File: src/hw/rtl/wmc_pkg.sv
`default_nettype none
package wmc_pkg;

  localparam int unsigned PosMax = 100;

  typedef enum logic [2:0] {
    CMD_NONE    = 3'd0,
    CMD_SET_POS = 3'd1,
    CMD_TEMP    = 3'd2,
    CMD_ALARM   = 3'd3,
    CMD_AUTO    = 3'd4,
    CMD_MANUAL  = 3'd5
  } cmd_t;

  typedef enum logic [1:0] {
    MODE_INIT   = 2'd0,
    MODE_AUTO   = 2'd1,
    MODE_MANUAL = 2'd2
  } op_mode_t;

  typedef enum logic {
    CFG_THRESHOLD = 1'b0,
    CFG_INTERVAL  = 1'b1
  } cfg_idx_t;

  typedef struct packed {
    cmd_t        cmd;
    logic        remote_event;
    logic        use_button;
    logic        pos_ok;
    logic [6:0]  pos;
    logic [11:0] temp;
    logic        alarm_value;
    logic [6:0]  pot;
    logic [31:0] time_ms;
  } item_t;

  typedef struct packed {
    logic        servo_write;
    logic [6:0]  servo_percent;
    logic        send_pot_notice;
    logic        send_mode_notice;
    logic        send_mode_ack;
    op_mode_t    op_mode;
    logic        alarm_active;
    logic [11:0] temp_out;
    logic        temp_valid;
  } result_t;

  typedef struct packed {
    logic full;
    logic empty;
  } q_stat_t;

endpackage
`default_nettype wire

File: src/hw/rtl/wmc_front.sv
`default_nettype none
module wmc_front (
  input  wire logic [2:0]          in_mode,
  input  wire logic signed [15:0]  in_cmd_value,
  input  wire logic signed [11:0]  in_temp_value,
  input  wire logic                in_alarm_value,
  input  wire logic                in_button_pressed,
  input  wire logic [6:0]          in_pot_percent,
  input  wire logic [31:0]         in_time_ms,
  output wmc_pkg::item_t           item
);
  import wmc_pkg::*;

  cmd_t cmd;
  logic remote_event;

  always_comb begin
    case (in_mode)
      CMD_SET_POS, CMD_TEMP, CMD_ALARM, CMD_AUTO, CMD_MANUAL: cmd = cmd_t'(in_mode);
      default: cmd = CMD_NONE;
    endcase
  end

  assign remote_event = (cmd == CMD_SET_POS) || (cmd == CMD_TEMP) ||
                        (cmd == CMD_AUTO) || (cmd == CMD_MANUAL);

  always_comb begin
    item.cmd          = cmd;
    item.remote_event = remote_event;
    item.use_button   = in_button_pressed && !remote_event;
    item.pos_ok       = (in_cmd_value >= 16'sd0) && (in_cmd_value <= 16'(PosMax));
    item.pos          = in_cmd_value[6:0];
    item.temp         = in_temp_value;
    item.alarm_value  = in_alarm_value;
    item.pot          = (in_pot_percent > 7'(PosMax)) ? 7'(PosMax) : in_pot_percent;
    item.time_ms      = in_time_ms;
  end

endmodule
`default_nettype wire

File: src/hw/rtl/wmc_queue.sv
`default_nettype none
module wmc_queue #(
  parameter int unsigned DEPTH = 2
) (
  input  wire logic           clk,
  input  wire logic           rst_n,
  input  wire logic           push,
  input  wmc_pkg::item_t      push_item,
  input  wire logic           pop,
  output wmc_pkg::item_t      pop_item,
  output wmc_pkg::q_stat_t    stat
);
  import wmc_pkg::*;

  localparam int unsigned PTR_W = (DEPTH > 1) ? $clog2(DEPTH) : 1;
  localparam int unsigned CNT_W = $clog2(DEPTH + 1);

  item_t             mem_r [DEPTH];
  logic [PTR_W-1:0]  wr_ptr_r, wr_ptr_nxt;
  logic [PTR_W-1:0]  rd_ptr_r, rd_ptr_nxt;
  logic [CNT_W-1:0]  count_r, count_nxt;
  logic              do_push, do_pop;

  assign stat.full  = (count_r == CNT_W'(DEPTH));
  assign stat.empty = (count_r == '0);
  assign do_push    = push && !stat.full;
  assign do_pop     = pop && !stat.empty;
  assign pop_item   = mem_r[rd_ptr_r];

  always_comb begin
    wr_ptr_nxt = wr_ptr_r;
    rd_ptr_nxt = rd_ptr_r;
    count_nxt  = count_r;
    if (do_push) begin
      wr_ptr_nxt = (wr_ptr_r == PTR_W'(DEPTH - 1)) ? '0 : wr_ptr_r + 1'b1;
    end
    if (do_pop) begin
      rd_ptr_nxt = (rd_ptr_r == PTR_W'(DEPTH - 1)) ? '0 : rd_ptr_r + 1'b1;
    end
    if (do_push && !do_pop) begin
      count_nxt = count_r + 1'b1;
    end else if (do_pop && !do_push) begin
      count_nxt = count_r - 1'b1;
    end
  end

  always_ff @(posedge clk) begin
    if (!rst_n) begin
      wr_ptr_r <= '0;
      rd_ptr_r <= '0;
      count_r  <= '0;
    end else begin
      wr_ptr_r <= wr_ptr_nxt;
      rd_ptr_r <= rd_ptr_nxt;
      count_r  <= count_nxt;
    end
  end

  always_ff @(posedge clk) begin
    if (do_push) begin
      mem_r[wr_ptr_r] <= push_item;
    end
  end

  a_count_bound: assert property (@(posedge clk) disable iff (!rst_n)
    count_r <= CNT_W'(DEPTH))
    else $error("queue count beyond depth");

  a_count_track: assert property (@(posedge clk) disable iff (!rst_n)
    (do_push && !do_pop) |=> (count_r == $past(count_r) + 1'b1))
    else $error("queue count missed a push");

  a_ptr_match: assert property (@(posedge clk) disable iff (!rst_n)
    (count_r == '0 || count_r == CNT_W'(DEPTH)) |-> (wr_ptr_r == rd_ptr_r))
    else $error("queue pointers out of step");

endmodule
`default_nettype wire

File: src/hw/rtl/wmc_back.sv
`default_nettype none
module wmc_back (
  input  wire logic          clk,
  input  wire logic          rst_n,
  input  wire logic          cfg_valid,
  input  wire logic          cfg_index,
  input  wire logic [15:0]   cfg_data,
  input  wmc_pkg::q_stat_t   q_stat,
  input  wmc_pkg::item_t     item,
  output logic               q_pop,
  input  wire logic          out_pop,
  output logic               out_empty,
  output wmc_pkg::result_t   res
);
  import wmc_pkg::*;

  logic [6:0]  threshold_r;
  logic [15:0] interval_r;
  op_mode_t    mode_r, mode_nxt;
  logic [6:0]  target_r, target_nxt;
  logic [6:0]  last_pot_r, last_pot_nxt;
  logic [31:0] last_time_r, last_time_nxt;
  logic        alarm_r, alarm_nxt;
  logic [11:0] temp_r, temp_nxt;
  logic        temp_known_r, temp_known_nxt;
  logic        out_valid_r;
  result_t     res_r, res_nxt;

  logic        step;
  logic [6:0]  pot_diff;
  logic [31:0] elapsed;
  logic        moved, due;

  assign step      = q_pop;
  assign q_pop     = !q_stat.empty && (!out_valid_r || out_pop);
  assign out_empty = !out_valid_r;
  assign res       = res_r;

  assign pot_diff = (item.pot >= last_pot_r) ? item.pot - last_pot_r : last_pot_r - item.pot;
  assign moved    = pot_diff >= threshold_r;
  assign elapsed  = item.time_ms - last_time_r;
  assign due      = elapsed >= {16'd0, interval_r};

  always_comb begin
    alarm_nxt      = alarm_r;
    temp_nxt       = temp_r;
    temp_known_nxt = temp_known_r;
    mode_nxt       = mode_r;
    target_nxt     = target_r;
    last_pot_nxt   = last_pot_r;
    last_time_nxt  = last_time_r;
    res_nxt        = '0;

    if (item.cmd == CMD_TEMP) begin
      temp_nxt       = item.temp;
      temp_known_nxt = 1'b1;
    end else if (item.cmd == CMD_ALARM) begin
      alarm_nxt = item.alarm_value;
    end

    case (mode_r)
      MODE_AUTO: begin
        if (item.use_button && !alarm_nxt) begin
          res_nxt.send_mode_notice = 1'b1;
          mode_nxt = MODE_MANUAL;
        end else if (item.cmd == CMD_MANUAL && !alarm_nxt) begin
          res_nxt.send_mode_ack = 1'b1;
          mode_nxt = MODE_MANUAL;
        end else if (item.cmd == CMD_SET_POS && item.pos_ok) begin
          target_nxt          = item.pos;
          res_nxt.servo_write = 1'b1;
        end
        if (mode_nxt == MODE_MANUAL) begin
          target_nxt              = item.pot;
          last_pot_nxt            = item.pot;
          res_nxt.servo_write     = 1'b1;
          res_nxt.send_pot_notice = 1'b1;
        end
      end
      MODE_MANUAL: begin
        if (item.use_button && !alarm_nxt) begin
          res_nxt.send_mode_notice = 1'b1;
          mode_nxt = MODE_AUTO;
        end else if (item.cmd == CMD_AUTO && !alarm_nxt) begin
          res_nxt.send_mode_ack = 1'b1;
          mode_nxt = MODE_AUTO;
        end else if (!alarm_nxt) begin
          if (item.cmd == CMD_SET_POS && item.pos_ok) begin
            target_nxt          = item.pos;
            last_pot_nxt        = item.pot;
            last_time_nxt       = item.time_ms;
            res_nxt.servo_write = 1'b1;
          end else if (moved) begin
            target_nxt              = item.pot;
            last_pot_nxt            = item.pot;
            res_nxt.send_pot_notice = 1'b1;
            if (due) begin
              last_time_nxt       = item.time_ms;
              res_nxt.servo_write = 1'b1;
            end
          end
        end
      end
      MODE_INIT: begin
        if (!item.remote_event) begin
          mode_nxt = MODE_AUTO;
        end
      end
      default: begin
        mode_nxt = mode_r;
      end
    endcase

    res_nxt.servo_percent = target_nxt;
    res_nxt.op_mode       = mode_nxt;
    res_nxt.alarm_active  = alarm_nxt;
    res_nxt.temp_out      = temp_nxt;
    res_nxt.temp_valid    = temp_known_nxt;
  end

  always_ff @(posedge clk) begin
    if (!rst_n) begin
      threshold_r  <= 7'd5;
      interval_r   <= 16'd100;
      mode_r       <= MODE_INIT;
      target_r     <= '0;
      last_pot_r   <= '0;
      last_time_r  <= '0;
      alarm_r      <= 1'b0;
      temp_r       <= '0;
      temp_known_r <= 1'b0;
      out_valid_r  <= 1'b0;
    end else begin
      if (cfg_valid) begin
        case (cfg_idx_t'(cfg_index))
          CFG_THRESHOLD: threshold_r <= cfg_data[6:0];
          CFG_INTERVAL:  interval_r  <= cfg_data;
          default:       threshold_r <= threshold_r;
        endcase
      end
      if (step) begin
        mode_r       <= mode_nxt;
        target_r     <= target_nxt;
        last_pot_r   <= last_pot_nxt;
        last_time_r  <= last_time_nxt;
        alarm_r      <= alarm_nxt;
        temp_r       <= temp_nxt;
        temp_known_r <= temp_known_nxt;
        out_valid_r  <= 1'b1;
      end else if (out_pop) begin
        out_valid_r  <= 1'b0;
      end
    end
  end

  always_ff @(posedge clk) begin
    if (step) begin
      res_r <= res_nxt;
    end
  end

  a_one_notice: assert property (@(posedge clk) disable iff (!rst_n)
    out_valid_r |-> !(res_r.send_mode_notice && res_r.send_mode_ack))
    else $error("mode notice and ack in one word");

  a_pot_manual: assert property (@(posedge clk) disable iff (!rst_n)
    (out_valid_r && res_r.send_pot_notice) |-> (res_r.op_mode == MODE_MANUAL))
    else $error("pot notice outside manual mode");

  a_no_init_write: assert property (@(posedge clk) disable iff (!rst_n)
    (out_valid_r && res_r.servo_write) |-> (res_r.op_mode != MODE_INIT))
    else $error("servo write in init");

  a_result_state: assert property (@(posedge clk) disable iff (!rst_n)
    step |=> (res_r.op_mode == mode_r && res_r.servo_percent == target_r))
    else $error("result word out of step with state");

endmodule
`default_nettype wire

File: src/hw/rtl/window_mode_controller.sv
`default_nettype none
// Window mode controller. Each input word is one controller tick (remote
// command, button, potentiometer, time) and yields exactly one result word
// with the servo command, notices and the mode, alarm and temperature after
// the tick. One tick is taken every cycle while in_full is low: a small
// front decodes the tick into a queue of QUEUE_DEPTH words, and the back
// applies one queued tick per cycle, while the result register is free,
// to the mode state and loads the result register, which drives the out_
// ports; a held result stalls the back and the queue fills behind it.
// Write registers (index 0 change threshold, index 1 servo interval in ms)
// only while idle.
module window_mode_controller #(
  parameter int unsigned QUEUE_DEPTH = 2
) (
  input  wire logic               clk,
  input  wire logic               rst_n,
  input  wire logic               in_push,
  output logic                    in_full,
  input  wire logic [2:0]         in_mode,
  input  wire logic signed [15:0] in_cmd_value,
  input  wire logic signed [11:0] in_temp_value,
  input  wire logic               in_alarm_value,
  input  wire logic               in_button_pressed,
  input  wire logic [6:0]         in_pot_percent,
  input  wire logic [31:0]        in_time_ms,
  output logic                    empty,
  input  wire logic               pop,
  output logic                    out_servo_write,
  output logic [6:0]              out_servo_percent,
  output logic                    out_send_pot_notice,
  output logic                    out_send_mode_notice,
  output logic                    out_send_mode_ack,
  output logic [1:0]              out_op_mode,
  output logic                    out_alarm_active,
  output logic signed [11:0]      out_temp_out,
  output logic                    out_temp_valid,
  input  wire logic               cfg_valid,
  output logic                    cfg_ready,
  input  wire logic               cfg_index,
  input  wire logic [15:0]        cfg_data
);
  import wmc_pkg::*;

  item_t   front_item;
  item_t   back_item;
  q_stat_t q_stat;
  logic    q_pop;
  result_t res;

  assign cfg_ready = 1'b1;
  assign in_full   = q_stat.full;

  wmc_front u_front (
    .in_mode           (in_mode),
    .in_cmd_value      (in_cmd_value),
    .in_temp_value     (in_temp_value),
    .in_alarm_value    (in_alarm_value),
    .in_button_pressed (in_button_pressed),
    .in_pot_percent    (in_pot_percent),
    .in_time_ms        (in_time_ms),
    .item              (front_item)
  );

  wmc_queue #(
    .DEPTH (QUEUE_DEPTH)
  ) u_queue (
    .clk       (clk),
    .rst_n     (rst_n),
    .push      (in_push),
    .push_item (front_item),
    .pop       (q_pop),
    .pop_item  (back_item),
    .stat      (q_stat)
  );

  wmc_back u_back (
    .clk       (clk),
    .rst_n     (rst_n),
    .cfg_valid (cfg_valid),
    .cfg_index (cfg_index),
    .cfg_data  (cfg_data),
    .q_stat    (q_stat),
    .item      (back_item),
    .q_pop     (q_pop),
    .out_pop   (pop),
    .out_empty (empty),
    .res       (res)
  );

  assign out_servo_write      = res.servo_write;
  assign out_servo_percent    = res.servo_percent;
  assign out_send_pot_notice  = res.send_pot_notice;
  assign out_send_mode_notice = res.send_mode_notice;
  assign out_send_mode_ack    = res.send_mode_ack;
  assign out_op_mode          = res.op_mode;
  assign out_alarm_active     = res.alarm_active;
  assign out_temp_out         = res.temp_out;
  assign out_temp_valid       = res.temp_valid;

endmodule
`default_nettype wire

File: config.mk
export PLATFORM = sky130hd
export DESIGN_NAME = window_mode_controller
export DESIGN_NICKNAME = d
export VERILOG_FILES = /design/src/hw/rtl/wmc_pkg.sv /design/src/hw/rtl/wmc_front.sv /design/src/hw/rtl/wmc_queue.sv /design/src/hw/rtl/wmc_back.sv /design/src/hw/rtl/window_mode_controller.sv
export SDC_FILE = /design/constraint.sdc
export NUM_CORES = 1
export LEC_CHECK = 0
export BUFFER_PORTS_ARGS = -buffer_cell sky130_fd_sc_hd__buf_2
export CAP_MARGIN = 20
export CORE_ASPECT_RATIO = 1.2
export CORE_MARGIN = 2
export CORE_UTILIZATION = 55
export DETAILED_ROUTE_END_ITERATION = 10
export GPL_ROUTABILITY_DRIVEN = 0
export PLACE_DENSITY_LB_ADDON = 0.05
export SYNTH_ARGS = -nofsm -noshare
export SYNTH_HDL_FRONTEND = slang
export SYNTH_SLANG_ARGS = --single-unit
File: constraint.sdc
create_clock -name clk -period 7.7 [get_ports clk]
set_input_delay 0.385 -clock clk [delete_from_list [all_inputs] [get_ports clk]]
set_output_delay 0.385 -clock clk [all_outputs]
set_load 0.02 [all_outputs]
; ---- Word-level counts from Yosys, hierarchy flattened
; Memory sizes are Yosys's and may differ from the RTL's. A register that Yosys moved wholly into a read port is not among the register bits.
; Index checks and enable logic that the tools add are counted.
[classes]
add_sub_neg = 7
magnitude_cmp = 6
n_eq_ne = 23
n_mux = 67
bitwise = 4
n_reduce_logical = 34
[ops]
columns = cell, count
row1 = 7-bit 2-to-1 mux, 17
row2 = 32-bit 2-to-1 mux, 3
row3 = 32-bit by 16-bit >= comparator with 1-bit output, 1
row4 = 1-bit 2-to-1 mux, 32
row5 = 32-bit subtractor, 1
row6 = 7-bit case mux with 2 select lines, 2
row7 = "3-bit equality test, second input constant", 6
row8 = "16-bit by 1-bit >= comparator with 1-bit output, second input constant", 1
row9 = "16-bit by 7-bit less-or-equal comparator with 1-bit output, second input constant", 1
row10 = 2-bit 2-to-1 mux, 8
row11 = "3-bit by 2-bit equality test with 1-bit output, second input constant", 5
row12 = 7-bit >= comparator, 2
row13 = 7-bit AND reduction, 2
row14 = 7-bit subtractor, 2
row15 = 12-bit 2-to-1 mux, 1
row16 = 1-bit logical AND, 11
row17 = 2-bit nonzero test, 5
row18 = "3-bit by 1-bit equality test with 1-bit output, second input constant", 3
row19 = "7-bit > comparator, second input constant", 1
row20 = 1-bit logical NOT, 7
row21 = "2-bit equality test, second input constant", 3
row22 = "2-bit inequality test, second input constant", 3
row23 = 2-bit case mux with 3 select lines, 1
row24 = 3-bit case mux with 2 select lines, 1
row25 = 13 further kinds, 22
[word_totals]
reg_bits = 117
ramBits = 130
input_bits = 94
output_inout_bits = 30
wordCells = 164
memories = 1
[mem_list]
columns = name, depth, width, read_ports, rd_clocked_by_memory_dff, write_ports, line_no
row1 = u_queue.mem_r, 2, 65, 1, 1, 1, wmc_queue.sv:18  ; item_t mem_r [DEPTH];

; ---- Longest topological paths before layout
[depth]
ltp_word = 11
depth_mapped = 25
depth_no_buf = 20

; ---- Modules after synthesis
; A second synthesis with hierarchy kept.
[unflattened]
hier_cells = 1274
hier_area_um2 = 13329.0
[modules_own_cells]
columns = module, instances, cells_each, area_each_um2, seq_area_each_um2
row1 = wmc_back, 1, 968, 7862.5, 2532.4
row2 = wmc_queue, 1, 227, 4917.2, 4003.8
row3 = wmc_front, 1, 77, 538.0, 0.0
row4 = window_mode_controller, 1, 2, 11.3, 0.0

; ---- Worst setup path after synthesis
; Ideal clock, no wire load.
[synth_path]
kind = reg2reg
from = reg with a tool-made name
to = reg u_back.last_time_r[21]
setup_time_ns = 0.072
arrival_time_ns = 5.738
required_ns = 7.628
slack_ns = 1.891
path_stages_with_launch = 25
path_buffers = 5
period_less_slack_ns = 5.809
cell_sequence = dfxtp_1 > buf_2 > clkbuf_1 > mux2i_1 > ha_1 > nand2b_1 > a21o_1 > a21o_1 > a211oi_1 > o21ai_1 > a21oi_1 > mux2_2 > ha_1 > a21o_1 > a21o_1 > a21o_1 > a211oi_1 > o21bai_1 > o21ba_2 > clkbuf_1 > and3_1 > nand2_2 > buf_6 > buf_12 > mux2i_1
[synth_lines]
columns = element, line_no
row1 = "end signal, assigned", wmc_back.sv:145  ; last_time_r <= last_time_nxt;
row2 = "end, declared", wmc_back.sv:22  ; logic [31:0] last_time_r, last_time_nxt;

==> impl_results.md <==
* Mapped Cells at 1279
* DIE AREA at 25160 um2
* Top-count cell post-synth: nand2_1
* R2R depth at 20
* Post-layout util at slightly above 60%
* Type of the tightest min-delay check: primary input to flip-flop
* Fin area at 14780 um2
* Final total power at 0.005899 W
* # IOs at approximately 120
* Initial Utilization at 55.39%
* Routed length on met3 at 1412 um
* Sw Ratio at approximately two fifths
* Share of layout cells above drive strength 1 at 17.38%
* Global Route Usage Sum at 22.33%
* Clock Power Share at between 10% and 20%
* Startpoint Class: flip-flop
* Post-Syn Nets at between 1000 and 1500
* DRT iter0 DRCs at approximately 560
* # port buffers at between 100 and 150
* Pleak at 5.795 nW
* CP top delay family: compound AO/OA/AOI/OAI gates
* Post-route ant nets at 0
* Hold_sp: in_temp_value[3]
* TritonCTS clock tree: yes
* Hold buffer count at cts at 0
* Setup TNS Final at 0 ns
* Post-Route M1 WL at approximately 12000 um
* Antenna violations before repair at 2
* Total CTS buffers at 25
* Synth area leaders: edfxtp_1 (36%), dfxtp_1 (14%), ha_1 (7.0%)
* Worst slew margin at 32.40%
* Int Pwr at approximately 0.0035 W
* Placed Cells at 1672
* Number of synthesized flops with an enable pin at approximately 160
* NetSw at 0.002359 W
* Critical path class: flip-flop to flip-flop
* Synth warn at 0
* Required @ worst endpoint at approximately 8 ns
* Vias in the first global route at 9308
* Clock root buffer: clkbuf_16
* Standard-cell rows at 62
* Clk_lat worst skew at between 0.5 and 0.6 ns
* Logic pwr share at 48.7%
* Cell taking the most area after synthesis: edfxtp_1
* Worst-case vdd ir drop at 214.1 uV
* Most used DFF post-synth: edfxtp_1
* Outcome: completed
* Post-CTS setup buffers at 0
* Largest net degree at the start of global routing at between 70 and 80
* Worst-path maximum fanout at 29
* Post-DP Area at 14000 um2
* Hold Crit Depth at 1
* Clock Tree Buf Depth at 3
* Grt ovf at 0
* Synth top area share at between 30% and 40%
* Post-route clock period utilization at between 80% and 90%
* Final WL at roughly 28000 um
* RSZ-0062 raised after global routing: no
* Worst Hold Path EP: u_queue.mem_r[0][43]
* Vias/cell at around 5.5
* Max-slew violations at 0
* Top Layer Used: met4
* Core area at roughly 24000 um2
* Slowest stage delay, CP at 0.75 ns
* CP bufs+invs at 2
* Yosys reg bits at roughly 250
* Reg-to-Reg End: u_back.last_time_r[29]
* Final number of setup-violating endpoints at 0
* Slowest cell on crit path: nand2_2
* CP Cell Sequence: mux2i_1 > inv_1 > ha_1 > a21o_1 > a21o_1 > a211oi_1 > o21ai_1 > a21oi_1 > mux2_2 > ha_1 > a21o_1 > a21o_1 > a21o_1 > a211oi_1 > o21bai_1 > buf_4 > o21ba_2 > and3_1 > nand2_2 > mux2i_1
* R2R setup slack at 1.47 ns
* Htree depth at 1
* Final cell count without fillers at ~1700
* Drt wl/cell at ~16 um
* Most used cell, CP: a21o_1
* Worst-Margin Slew at a little over 1 ns
* Clk sinks at roughly 250
* Max cap viols at 0
* Avg Inst Size Synth at approximately 10 um2
* DRT Pass-1 Iters at 4
* Drt drc at 0
* Tmin final at just over 6 ns
* Met2 WL post-DR at roughly 14000 um
* Post-CTS sizing at 0
* Pwr per Cell Area at around 400 nW/um2
* Synth top cells by count: nand2_1 (161), edfxtp_1 (157), a21oi_1 (106)
* Critical Path AT at 6.68 ns
* Die height at around 170 um
* Global-route wire length before repair at between 40000 and 50000 um
* Die Wd at 145.1 um
* Final hold violations at 0
* Via count at roughly 9500
* Clock-pin slew on the worst setup and hold paths at roughly 0.060 ns
* Final #Nets at roughly 1600
* Skew final at between 0.02 and 0.025 ns
* HPWL after detailed placement at roughly 20000 um
* Ys async rst share at 0%
* FMAX at between 150 and 200 MHz
* Synth-to-Final Area Change at 12.44%
* Seq pwr share at 31.6%
* CP endpoint kind: flip-flop
* Cell Area, Synth at roughly 13000 um2
* Sequential fraction of the synthesis area at just under 50%
* Number of distinct library cells after synthesis at 75
-- worst reg2reg max path, stage by stage (launching register included) --
cell,delay [ns]
dfxtp_4,0.63
mux2i_1,0.57
inv_1,0.17
ha_1,0.25
a21o_1,0.15
a21o_1,0.17
a211oi_1,0.28
o21ai_1,0.19
a21oi_1,0.51
mux2_2,0.41
ha_1,0.27
a21o_1,0.16
a21o_1,0.16
a21o_1,0.17
a211oi_1,0.23
o21bai_1,0.10
buf_4,0.18
o21ba_2,0.27
and3_1,0.25
nand2_2,0.75
mux2i_1,0.30
-- logic make-up after synthesis --
logic type | Yosys count | share of synthesized area [%]
and+or+nand+nor | 355 | 12.39
AOI/OAI and AO/OA | 313 | 15.53
DFF | 248 | 49.71
buffers and inverters | 156 | 4.815
muxes | 104 | 8.356
adders and majority gates | 77 | 7.499
xor gates and xnor gates | 25 | 1.665
other | 1 | 0.02852
-- per-layer routing --
layer | GRT usage, % | vias up
li1 | - | 4807
met1 | 27.29 | 4445
met2 | 40.24 | 231
met3 | 3.526 | 52
met4 | 7.680 | 0
met5 | 0 | -
-- cell usage in the layout (no fill, tap or decap), types with 8 or more instances in the layout --
master,n
o21ai_0,47
xor2_1,8
edfxtp_1,157
mux2_2,43
mux2i_1,60
and2_1,9
clkbuf_1,8
nor2_1,86
nor2b_1,15
clkbuf_16,25
nand3_1,12
nand2b_1,12
nand2_1,161
buf_4,15
buf_2,122
a31oi_1,15
nor3_1,11
dfxtp_1,90
inv_1,90
a211oi_1,39
xnor2_1,17
o211ai_1,13
nand4_1,15
ha_1,74
a21oi_1,106
a21o_1,25
-- per-stage QoR --
step                      setup WS [ns]  hold slack, ns
after floorplan                   1.891          0.4313
after global placement            1.518          0.4429
after detailed placement          1.407          0.4475
after CTS                         1.412         0.01468
after global routing             0.8870         0.01815
final                             1.466         0.03551
-- registers in the layout, summed over array words and instances (netlist names), named ones only --
register	flops
u_back.alarm_r	1
u_back.interval_r	16
u_back.last_pot_r	7
u_back.last_time_r	32
u_back.mode_r	2
u_back.out_valid_r	1
u_back.res	27
u_back.target_r	7
u_back.temp_known_r	1
u_back.temp_r	12
u_back.threshold_r	7
u_queue.count_r	2
u_queue.mem_r	130
u_queue.rd_ptr_r	1
u_queue.wr_ptr_r	1
-- final cells by class --
| class | count | area [um2] |
|---|---|---|
| multi-input combinational | 875 | 5987 |
| antenna | 2 | 5.005 |
| inverter | 92 | 345.3 |
| tap | 320 | 400.4 |
| fill | 2003 | 8955 |
| clock inverter | 9 | 71.32 |
| sequential | 248 | 6540 |
| clock buffer | 37 | 710.7 |
| timing repair buffer | 137 | 723.2 |
-- how the worst max path moves through the flow --
stage / startpoint / to / depth (start not counted)
2_1_floorplan: flip-flop / u_back.last_time_r[21] / 24
3_3_place_gp: flip-flop / u_back.last_time_r[27] / 20
3_5_place_dp: flip-flop / u_back.last_time_r[29] / 20
4_1_cts: flip-flop / u_back.last_time_r[29] / 20
5_1_grt: flip-flop / u_back.last_time_r[29] / 20
6_report: flip-flop / u_back.last_time_r[29] / 20
-- power by group through the flow --
stage / combinational, W / sequential, W / clock, W
2_1_floorplan: 0.00209 / 0.00193 / 0
3_3_place_gp: 0.00283 / 0.00189 / 0
3_5_place_dp: 0.00285 / 0.00189 / 0
4_1_cts: 0.00288 / 0.00187 / 0.00119
5_1_grt: 0.00321 / 0.00189 / 0.00124
6_report: 0.00287 / 0.00186 / 0.00116
No activity file was read; power rests on OpenSTA's default activity.
